**src/ppt_pkg.sv**
```systemverilog
// ppt_pkg: field widths, reset values, input kinds, tracker modes and
// register indexes for the pattern position tracker.
// No dependencies; compiled first.
package ppt_pkg;

    localparam int PATTERN_DEPTH_DEF = 1024;

    localparam int KIND_W    = 3;
    localparam int POS_W     = 10;
    localparam int ADDR_W    = 10;
    localparam int STATE_W   = 2;
    localparam int CNT_W     = 32;
    localparam int LEN_W     = 11;
    localparam int FAIL_W    = 8;
    localparam int CFG_W     = 11;
    localparam int CFG_IDX_W = 2;

    localparam logic             RING_RST = 1'b1;
    localparam int               LEN_RST  = 1024;
    localparam logic [FAIL_W-1:0] MAXF_RST = 8'd3;

    typedef enum logic [KIND_W-1:0] {
        KIND_TRACK = 3'd0,
        KIND_START = 3'd1,
        KIND_RESET = 3'd2,
        KIND_WRITE = 3'd3,
        KIND_CLEAR = 3'd4
    } kind_t;

    typedef enum logic [2:0] {
        MODE_UNINIT = 3'b001,
        MODE_TRACK  = 3'b010,
        MODE_LOST   = 3'b100
    } mode_t;

    localparam logic [STATE_W-1:0] ST_UNINIT = 2'd0;
    localparam logic [STATE_W-1:0] ST_TRACK  = 2'd1;
    localparam logic [STATE_W-1:0] ST_LOST   = 2'd2;

    typedef enum logic [CFG_IDX_W-1:0] {
        REG_RING = 2'd0,
        REG_LEN  = 2'd1,
        REG_MAXF = 2'd2
    } reg_idx_t;

endpackage

```
**src/ppt_if.sv**
```systemverilog
// ppt_req_if and ppt_rsp_if: valid/ready channels carrying the tracker
// input items and result items. Depends on ppt_pkg for field widths.
interface ppt_req_if
    import ppt_pkg::*;
();
    logic              valid;
    logic              ready;
    logic [KIND_W-1:0] kind;
    logic              sensed_bit;
    logic              direction;
    logic [POS_W-1:0]  start_position;
    logic [ADDR_W-1:0] pattern_address;
    logic              pattern_value;

    modport source (
        output valid, kind, sensed_bit, direction, start_position,
               pattern_address, pattern_value,
        input  ready
    );
    modport sink (
        input  valid, kind, sensed_bit, direction, start_position,
               pattern_address, pattern_value,
        output ready
    );
endinterface

interface ppt_rsp_if
    import ppt_pkg::*;
();
    logic               valid;
    logic               ready;
    logic               valid_res;
    logic [POS_W-1:0]   position;
    logic [STATE_W-1:0] tracker_state;
    logic [CNT_W-1:0]   update_total;
    logic [CNT_W-1:0]   match_total;
    logic [CNT_W-1:0]   mismatch_total;

    modport source (
        output valid, valid_res, position, tracker_state, update_total,
               match_total, mismatch_total,
        input  ready
    );
    modport sink (
        input  valid, valid_res, position, tracker_state, update_total,
               match_total, mismatch_total,
        output ready
    );
endinterface

```
**src/pattern_position_tracker.sv**
```systemverilog
// pattern_position_tracker: follows a position along a stored code pattern.
// Depends on ppt_pkg, ppt_req_if / ppt_rsp_if and ppt_predict.
//
//   channel   | dir | beat contents
//   ----------+-----+-------------------------------------------------------
//   req       | in  | kind, sensed_bit, direction, start_position,
//             |     | pattern_address, pattern_value
//   rsp       | out | valid_res, position, tracker_state, three totals
//   cfg_*     | in  | write enable, register index, write data
//
// one item per cycle unless rsp stalls; input stage, then result stage
// the pattern ram is read as the beat is accepted, at the position predicted
// from the state the previous item leaves, so the compare is one stage later
// a stalled result holds the stage; a new beat still enters while it is empty
// reset clears tracker state, counters and registers; the pattern ram is not
// cleared and holds undefined data until written
module pattern_position_tracker
    import ppt_pkg::*;
#(
    parameter int PATTERN_DEPTH = PATTERN_DEPTH_DEF
)
(
    input  logic                 clk,
    input  logic                 rst_n,
    ppt_req_if.sink              req,
    ppt_rsp_if.source            rsp,
    input  logic                 cfg_we,
    input  logic [CFG_IDX_W-1:0] cfg_index,
    input  logic [CFG_W-1:0]     cfg_wdata
);

    localparam int IW = $clog2(PATTERN_DEPTH);
    localparam int LW = $clog2(PATTERN_DEPTH + 1);
    localparam int CW = (LW > LEN_W) ? LW : LEN_W;
    localparam int LEN_RST_EFF = (LEN_RST > PATTERN_DEPTH) ? PATTERN_DEPTH : LEN_RST;
    localparam logic [IW-1:0] LAST_RST = IW'(LEN_RST_EFF - 1);
    localparam logic [IW-1:0] LAST_MAX = IW'(PATTERN_DEPTH - 1);
    localparam logic [CW-1:0] DEPTH_C  = CW'(PATTERN_DEPTH);

    // configuration
    logic              ring_reg;
    logic [IW-1:0]     last_reg;
    logic [FAIL_W-1:0] maxf_reg;
    logic [CW-1:0]     cfg_len;
    logic [IW-1:0]     cfg_last;
    logic              len_wr;

    // tracker state
    mode_t             mode_reg, mode_next;
    logic [IW-1:0]     cur_reg, cur_next, cur_upd;
    logic [FAIL_W-1:0] frun_reg, frun_next;
    logic [CNT_W-1:0]  upd_reg, upd_next;
    logic [CNT_W-1:0]  mat_reg, mat_next;
    logic [CNT_W-1:0]  mis_reg, mis_next;

    // input stage
    logic              s1_valid_reg;
    logic [KIND_W-1:0] s1_kind_reg;
    logic              s1_bit_reg;
    logic [POS_W-1:0]  s1_start_reg;
    logic [ADDR_W-1:0] s1_addr_reg;
    logic              s1_pval_reg;
    logic [IW-1:0]     s1_pred_reg;
    logic              rd_bit_reg;
    logic              byp_hit_reg;
    logic              byp_bit_reg;

    // result stage
    logic              rsp_valid_reg;
    logic              vres_reg, vres_next;

    logic              acc;
    logic              fire;
    logic              exp_bit;
    logic              wr_en;
    logic [IW-1:0]     waddr;
    logic [IW-1:0]     pred;
    logic [IW-1:0]     start_clamped;
    logic [FAIL_W-1:0] frun_inc;

    logic pattern_ram [PATTERN_DEPTH];

    assign fire      = s1_valid_reg && (!rsp_valid_reg || rsp.ready);
    assign req.ready = !s1_valid_reg || fire;
    assign acc       = req.valid && req.ready;

    // effective length minus one, taken when the register is written
    assign cfg_len  = CW'(cfg_wdata[LEN_W-1:0]);
    assign cfg_last = (cfg_len == '0)     ? '0 :
                      (cfg_len > DEPTH_C) ? LAST_MAX :
                                            IW'(cfg_len - CW'(1));
    assign len_wr   = cfg_we && (cfg_index == REG_LEN);

    always_ff @(posedge clk or negedge rst_n)
    begin
        if (!rst_n)
        begin
            ring_reg <= RING_RST;
            last_reg <= LAST_RST;
            maxf_reg <= MAXF_RST;
        end
        else if (cfg_we)
        begin
            unique case (cfg_index)
                REG_RING: ring_reg <= cfg_wdata[0];
                REG_LEN:  last_reg <= cfg_last;
                REG_MAXF: maxf_reg <= cfg_wdata[FAIL_W-1:0];
                default:  ;
            endcase
        end
    end

    // pattern bit at the predicted position, with the write of the same edge
    assign exp_bit       = byp_hit_reg ? byp_bit_reg : rd_bit_reg;
    assign start_clamped = (32'(s1_start_reg) > 32'(last_reg)) ? last_reg : IW'(s1_start_reg);
    assign frun_inc      = (frun_reg == '1) ? frun_reg : frun_reg + FAIL_W'(1);
    assign waddr         = IW'(s1_addr_reg);

    always_comb
    begin
        mode_next = mode_reg;
        cur_upd   = cur_reg;
        frun_next = frun_reg;
        upd_next  = upd_reg;
        mat_next  = mat_reg;
        mis_next  = mis_reg;
        vres_next = 1'b0;
        wr_en     = 1'b0;
        case (s1_kind_reg)
            KIND_TRACK:
            begin
                if (mode_reg != MODE_UNINIT)
                    upd_next = upd_reg + CNT_W'(1);
                if (mode_reg == MODE_TRACK)
                begin
                    if (exp_bit == s1_bit_reg)
                    begin
                        cur_upd   = s1_pred_reg;
                        frun_next = '0;
                        mat_next  = mat_reg + CNT_W'(1);
                        vres_next = 1'b1;
                    end
                    else
                    begin
                        frun_next = frun_inc;
                        mis_next  = mis_reg + CNT_W'(1);
                        if (frun_inc >= maxf_reg)
                            mode_next = MODE_LOST;
                    end
                end
            end
            KIND_START:
            begin
                cur_upd   = start_clamped;
                mode_next = MODE_TRACK;
                frun_next = '0;
            end
            KIND_RESET:
            begin
                mode_next = MODE_UNINIT;
                cur_upd   = '0;
                frun_next = '0;
            end
            KIND_WRITE:
                wr_en = fire && (32'(s1_addr_reg) < 32'(PATTERN_DEPTH));
            KIND_CLEAR:
            begin
                upd_next = '0;
                mat_next = '0;
                mis_next = '0;
            end
            default: ;
        endcase
    end

    // shrinking the length pulls the position back inside it unless a beat fires
    always_comb
    begin
        if (fire)
            cur_next = cur_upd;
        else if (len_wr && (cur_reg > cfg_last))
            cur_next = cfg_last;
        else
            cur_next = cur_reg;
    end

    ppt_predict #(
        .IW (IW)
    ) u_predict (
        .cur  (cur_next),
        .last (last_reg),
        .ring (ring_reg),
        .back (req.direction),
        .pred (pred)
    );

    always_ff @(posedge clk or negedge rst_n)
    begin
        if (!rst_n)
        begin
            mode_reg <= MODE_UNINIT;
            cur_reg  <= '0;
            frun_reg <= '0;
            upd_reg  <= '0;
            mat_reg  <= '0;
            mis_reg  <= '0;
        end
        else
        begin
            cur_reg <= cur_next;
            if (fire)
            begin
                mode_reg <= mode_next;
                frun_reg <= frun_next;
                upd_reg  <= upd_next;
                mat_reg  <= mat_next;
                mis_reg  <= mis_next;
            end
        end
    end

    always_ff @(posedge clk)
    begin
        if (wr_en)
            pattern_ram[waddr] <= s1_pval_reg;
    end

    always_ff @(posedge clk)
    begin
        if (acc)
        begin
            rd_bit_reg   <= pattern_ram[pred];
            byp_hit_reg  <= wr_en && (waddr == pred);
            byp_bit_reg  <= s1_pval_reg;
            s1_kind_reg  <= req.kind;
            s1_bit_reg   <= req.sensed_bit;
            s1_start_reg <= req.start_position;
            s1_addr_reg  <= req.pattern_address;
            s1_pval_reg  <= req.pattern_value;
            s1_pred_reg  <= pred;
        end
    end

    always_ff @(posedge clk or negedge rst_n)
    begin
        if (!rst_n)
        begin
            s1_valid_reg  <= 1'b0;
            rsp_valid_reg <= 1'b0;
        end
        else
        begin
            if (acc)
                s1_valid_reg <= 1'b1;
            else if (fire)
                s1_valid_reg <= 1'b0;

            if (fire)
                rsp_valid_reg <= 1'b1;
            else if (rsp.ready)
                rsp_valid_reg <= 1'b0;
        end
    end

    always_ff @(posedge clk)
    begin
        if (fire)
            vres_reg <= vres_next;
    end

    // mode, failure run and counters only move when a result beat is loaded
    always_comb
    begin
        unique case (mode_reg)
            MODE_UNINIT: rsp.tracker_state = ST_UNINIT;
            MODE_TRACK:  rsp.tracker_state = ST_TRACK;
            MODE_LOST:   rsp.tracker_state = ST_LOST;
            default:     rsp.tracker_state = ST_UNINIT;
        endcase
    end

    assign rsp.valid          = rsp_valid_reg;
    assign rsp.valid_res      = vres_reg;
    assign rsp.position       = POS_W'(cur_reg);
    assign rsp.update_total   = upd_reg;
    assign rsp.match_total    = mat_reg;
    assign rsp.mismatch_total = mis_reg;

endmodule

```
**src/ppt_predict.sv**
```systemverilog
// ppt_predict: next position along the pattern from the current one,
// wrapping in ring mode and holding at the ends otherwise.
// Depends on ppt_pkg for the default width; pure combinational.
module ppt_predict
    import ppt_pkg::*;
#(
    parameter int IW = $clog2(PATTERN_DEPTH_DEF)
)
(
    input  logic [IW-1:0] cur,
    input  logic [IW-1:0] last,
    input  logic          ring,
    input  logic          back,
    output logic [IW-1:0] pred
);

    logic at_top;
    logic at_bottom;

    assign at_top    = (cur >= last);
    assign at_bottom = (cur == '0);

    always_comb
    begin
        if (!back)
        begin
            if (at_top)
                pred = ring ? '0 : cur;
            else
                pred = cur + IW'(1);
        end
        else
        begin
            if (at_bottom)
                pred = ring ? last : cur;
            else
                pred = cur - IW'(1);
        end
    end

endmodule

```
**src/flat_wrapper.sv**
```systemverilog
// flat-port wrapper written by rule: the top's interface ports become plain ports
module pattern_position_tracker_flat import ppt_pkg::*;
#(
    parameter int PATTERN_DEPTH = PATTERN_DEPTH_DEF
)
  (clk, rst_n, cfg_we, cfg_index, cfg_wdata, req_valid, req_kind, req_sensed_bit, req_direction, req_start_position, req_pattern_address, req_pattern_value, req_ready, rsp_valid, rsp_valid_res, rsp_position, rsp_tracker_state, rsp_update_total, rsp_match_total, rsp_mismatch_total, rsp_ready);
  ppt_req_if req_i ();
  ppt_rsp_if rsp_i ();
  input  logic clk;
  input  logic rst_n;
  input  logic cfg_we;
  input  logic [CFG_IDX_W-1:0] cfg_index;
  input  logic [CFG_W-1:0] cfg_wdata;
  input wire logic [$bits(req_i.valid)-1:0] req_valid;
  input wire logic [$bits(req_i.kind)-1:0] req_kind;
  input wire logic [$bits(req_i.sensed_bit)-1:0] req_sensed_bit;
  input wire logic [$bits(req_i.direction)-1:0] req_direction;
  input wire logic [$bits(req_i.start_position)-1:0] req_start_position;
  input wire logic [$bits(req_i.pattern_address)-1:0] req_pattern_address;
  input wire logic [$bits(req_i.pattern_value)-1:0] req_pattern_value;
  output wire logic [$bits(req_i.ready)-1:0] req_ready;
  output wire logic [$bits(rsp_i.valid)-1:0] rsp_valid;
  output wire logic [$bits(rsp_i.valid_res)-1:0] rsp_valid_res;
  output wire logic [$bits(rsp_i.position)-1:0] rsp_position;
  output wire logic [$bits(rsp_i.tracker_state)-1:0] rsp_tracker_state;
  output wire logic [$bits(rsp_i.update_total)-1:0] rsp_update_total;
  output wire logic [$bits(rsp_i.match_total)-1:0] rsp_match_total;
  output wire logic [$bits(rsp_i.mismatch_total)-1:0] rsp_mismatch_total;
  input wire logic [$bits(rsp_i.ready)-1:0] rsp_ready;
  assign req_i.valid = req_valid;
  assign req_i.kind = req_kind;
  assign req_i.sensed_bit = req_sensed_bit;
  assign req_i.direction = req_direction;
  assign req_i.start_position = req_start_position;
  assign req_i.pattern_address = req_pattern_address;
  assign req_i.pattern_value = req_pattern_value;
  assign req_ready = req_i.ready;
  assign rsp_valid = rsp_i.valid;
  assign rsp_valid_res = rsp_i.valid_res;
  assign rsp_position = rsp_i.position;
  assign rsp_tracker_state = rsp_i.tracker_state;
  assign rsp_update_total = rsp_i.update_total;
  assign rsp_match_total = rsp_i.match_total;
  assign rsp_mismatch_total = rsp_i.mismatch_total;
  assign rsp_i.ready = rsp_ready;
  pattern_position_tracker #(.PATTERN_DEPTH(PATTERN_DEPTH)) u_core (.clk(clk), .rst_n(rst_n), .req(req_i), .rsp(rsp_i), .cfg_we(cfg_we), .cfg_index(cfg_index), .cfg_wdata(cfg_wdata));
endmodule
```
**config.mk**
```make
export PLATFORM = sky130hd
export DESIGN_NAME = pattern_position_tracker_flat
export DESIGN_NICKNAME = d
export VERILOG_FILES = /design/src/ppt_pkg.sv /design/src/ppt_if.sv /design/src/pattern_position_tracker.sv /design/src/ppt_predict.sv /design/src/flat_wrapper.sv
export SDC_FILE = /design/constraint.sdc
export NUM_CORES = 2
export LEC_CHECK = 0
export ABC_CLOCK_PERIOD_IN_PS = 27300
export BUFFER_PORTS_ARGS = -buffer_cell sky130_fd_sc_hd__buf_2
export CAP_MARGIN = 10
export CORE_ASPECT_RATIO = 1.25
export CORE_UTILIZATION = 60
export DETAILED_ROUTE_END_ITERATION = 12
export PLACE_DENSITY = 0.77
export REMOVE_ABC_BUFFERS = 1
export SETUP_SLACK_MARGIN = 0.5
export SLEW_MARGIN = 20
export SYNTH_ARGS = -nofsm -noshare
export SYNTH_HDL_FRONTEND = slang
export SYNTH_SLANG_ARGS = --single-unit
```
**constraint.sdc**
```tcl
create_clock -name clk -period 27.3 [get_ports clk]
set_clock_uncertainty 0.2 [all_clocks]
set_input_delay 5.46 -clock clk [delete_from_list [all_inputs] [get_ports clk]]
set_output_delay 5.46 -clock clk [all_outputs]
set_load 0.03 [all_outputs]
```
==> summary.md <==
| Metric | Value |
|---|---|
| Row count | `123` |
| Routability Congestion | `0.928` |
| CTS hold repair buffers | `0` |
| Clk sinks | `between 1000 and 1500` |
| Slew @ Worst Pin | `1.26 ns` |
| Total number of vias | `~42000` |
| Final Hold Fails | `0` |
| Pleak | `slightly above 20 nW` |
| Initial antenna violation count | `6` |
| Synthesized flop and latch total | `about 1200` |
| Post-synth ARST share | `0.115` |
| Crit start category | `primary input` |
| Final Slew Violations | `0` |
| Crit path buffers/inverters | `5` |
| Main flop type after synthesis | `edfxtp_1` |
| Max cap viols | `0` |
| FMAX | `66.0 MHz` |
| DP HPWL | `slightly below 90000 um` |
| Synth-to-Final Area Change | `8.55%` |
| Post-route ant nets | `0` |
| 1st-pass router iterations | `6` |
| Final #Nets | `5264` |
| Most frequent cells in the layout | `nor2_1 (1158), edfxtp_1 (1063), nand2_1 (998), nand3_1 (363), buf_2 (153)` |
| Status | `complete, no violations` |
| Initial Utilization | `0.609` |
| CTS Buffer Depth | `3` |
| Largest net degree at the start of global routing | `around 190` |
| WL/cell | `25.3 um` |
| Most common cell after layout, fill and taps aside | `nor2_1` |
| Max FFs per register | `1024` |
| Inserted Clock Buffers | `about 110` |
| PortBufs | `between 150 and 200` |
| Synthesized area | `approximately 0.055 sq mm` |
| Worst-path clk slew | `about 0.07 ns` |
| WL final | `around 160000 um` |
| CP max FO | `50` |
| Die span in y | `341 um` |
| Worst vdd ir | `0.125 mV` |
| RSZ-0062 raised after global routing | `no` |
| Largest stage delay on the critical path | `roughly 0.74 ns` |
| I/O pin count | `roughly 160` |
| DRC Markers | `0` |
| Hold WC Path Type | `reg -> reg` |
| Worst EP arrival | `about 15 ns` |
| H-tree levels | `3` |
| CP delay by family, top | `compound AO/OA/AOI/OAI gates` |
| PostCTS Resize Cnt | `0` |
| Required @ worst endpoint | `approximately 28 ns` |
| Layout cells sized above 1 | `0.0951` |
| TritonCTS clock tree | `done` |
| WS Path Type | `in -> reg` |
| Drt initial violations | `6109` |
| Setup violations, final | `0` |
| Yosys warnings | `0` |
| Worst hold slack | `~0.3 ns` |
| Worst skew pair latency | `0.72 ns` |
| Syn_area_per_cell | `approximately 11 sq um` |
| Total GRT Usage | `0.345` |
| Remaining global-route overflow | `0` |
| DR vias/cell | `approximately 6.4` |
| Cell area power density | `82.1 mW/mm^2` |
| Fin crit share | `0.555` |
| Postcts setup bufs | `0` |
| Global-route wire length before repair | `around 240000 um` |
| Critical path capture point type | `flop` |
| Slowest cell on crit path | `buf_4` |
| Post-synth EDFFs | `between 1000 and 1500` |
| Clock root buffer | `clkbuf_16` |
| Final min period | `approximately 15 ns` |
| Post-Place Worst Slack | `roughly 12 ns` |
| Sequential-to-total area share from yosys stat | `0.642` |
| Die area | `slightly above 0.09 sq mm` |
| Largest Register | `u_core.pattern_ram` |
| Slew headroom | `0.160` |
| Core area | `roughly 0.09 sq mm` |
| Setup slack after layout | `between 10 and 15 ns` |
| Syn Inst Count | `between 5000 and 6000` |
| Die X | `273 um` |
| Number of library cell types mapped by synthesis | `between 90 and 100` |
| Final TNS setup | `0 ns` |
| Vias in the first global route | `a little under 40000` |
==> final cells by class <==
class | count | area (sq um)
Antenna cell | 4 | 10.0
Inverter | 58 | 228
Sequential cell | 1201 | 35400
Multi-Input combinational cell | 3569 | 18000
Fill cell | 6772 | 30600
Clock buffer | 144 | 2950
Clock inverter | 54 | 394
Timing Repair Buffer | 233 | 1440
Tap cell | 1187 | 1490
==> path summary, 6_finish.rpt <==
check                      cells after the start                           to  slack [ns]           startpoint
min reg2reg                                    1             u_core.rsp.valid        0.30  u_core.s1_valid_reg
max                                           31            u_core.rd_bit_reg       12.15         cfg_wdata[0]
max reg2reg                                   26            u_core.rd_bit_reg       17.81   u_core.last_reg[3]
min in group asynchronous                      1   u_core.rsp.match_total[23]        4.56                rst_n
max in group asynchronous                      2  u_core.rsp.update_total[25]       20.98                rst_n
min                                            1             u_core.rsp.valid        0.30  u_core.s1_valid_reg
==> through the flow <==
| step | instances | cell area, sq um | util | total power (W) |
|---|---|---|---|---|
| final | 6450 | 59900 | 0.661 | 0.00492 |
| after global routing | 6446 | 59800 | 0.661 | 0.00507 |
| after CTS | 6445 | 59800 | 0.661 | 0.00489 |
| after detailed placement | 6247 | 56400 | 0.624 | 0.00344 |
| after global placement | 6247 | 56400 | 0.624 | 0.00343 |
| after floorplan | 4828 | 53400 | - | 0.00315 |
==> cells in the mapped netlist, types with 28 or more instances <==
cell,n,area share
o21ai_0,67,0.0061
ha_1,45,0.010
nand3_1,366,0.033
dfrtp_1,124,0.056
nand4_1,110,0.012
mux2i_1,93,0.017
clkbuf_1,288,0.020
nor3_1,44,0.0040
a31oi_1,121,0.014
xnor2_1,28,0.0044
inv_1,52,0.0035
buf_2,104,0.0094
a21oi_1,56,0.0051
xor2_1,61,0.0097
and3_1,54,0.0061
nor2_1,1160,0.079
nand2_1,1040,0.071
or3_1,31,0.0035
edfxtp_1,1063,0.58
==> per-layer routing <==
| layer | GRT usage | part of all wire |
|---|---|---|
| met4 | 0.199 | 0.063 |
| met5 | 0 | 0.00021 |
| met3 | 0.0697 | 0.12 |
| met2 | 0.555 | 0.47 |
| met1 | 0.434 | 0.35 |
==> kinds of logic (layout without fill, tap and decap cells) <==
kind of cell / after synthesis / count (layout) / share of synthesized area
simple gates: 2907 / 2907 / 0.223
flops: 1201 / 1201 / 0.642
buf+inv: 473 / 489 / 0.0357
compound gates: 416 / 416 / 0.0535
mux: 112 / 112 / 0.0212
xor+xnor: 89 / 89 / 0.0141
fa+ha+maj: 45 / 45 / 0.0102
other cells: 0 / 4 / 0
==> power breakdown <==
part           leakage, nW  total (W)  switching, W  internal (W)
clock network         1.63    0.00147      0.000675      0.000797
logic                 7.50    0.00137      0.000995      0.000377
registers             11.4    0.00207     0.0000375       0.00204
No activity file was read; power rests on OpenSTA's default activity.
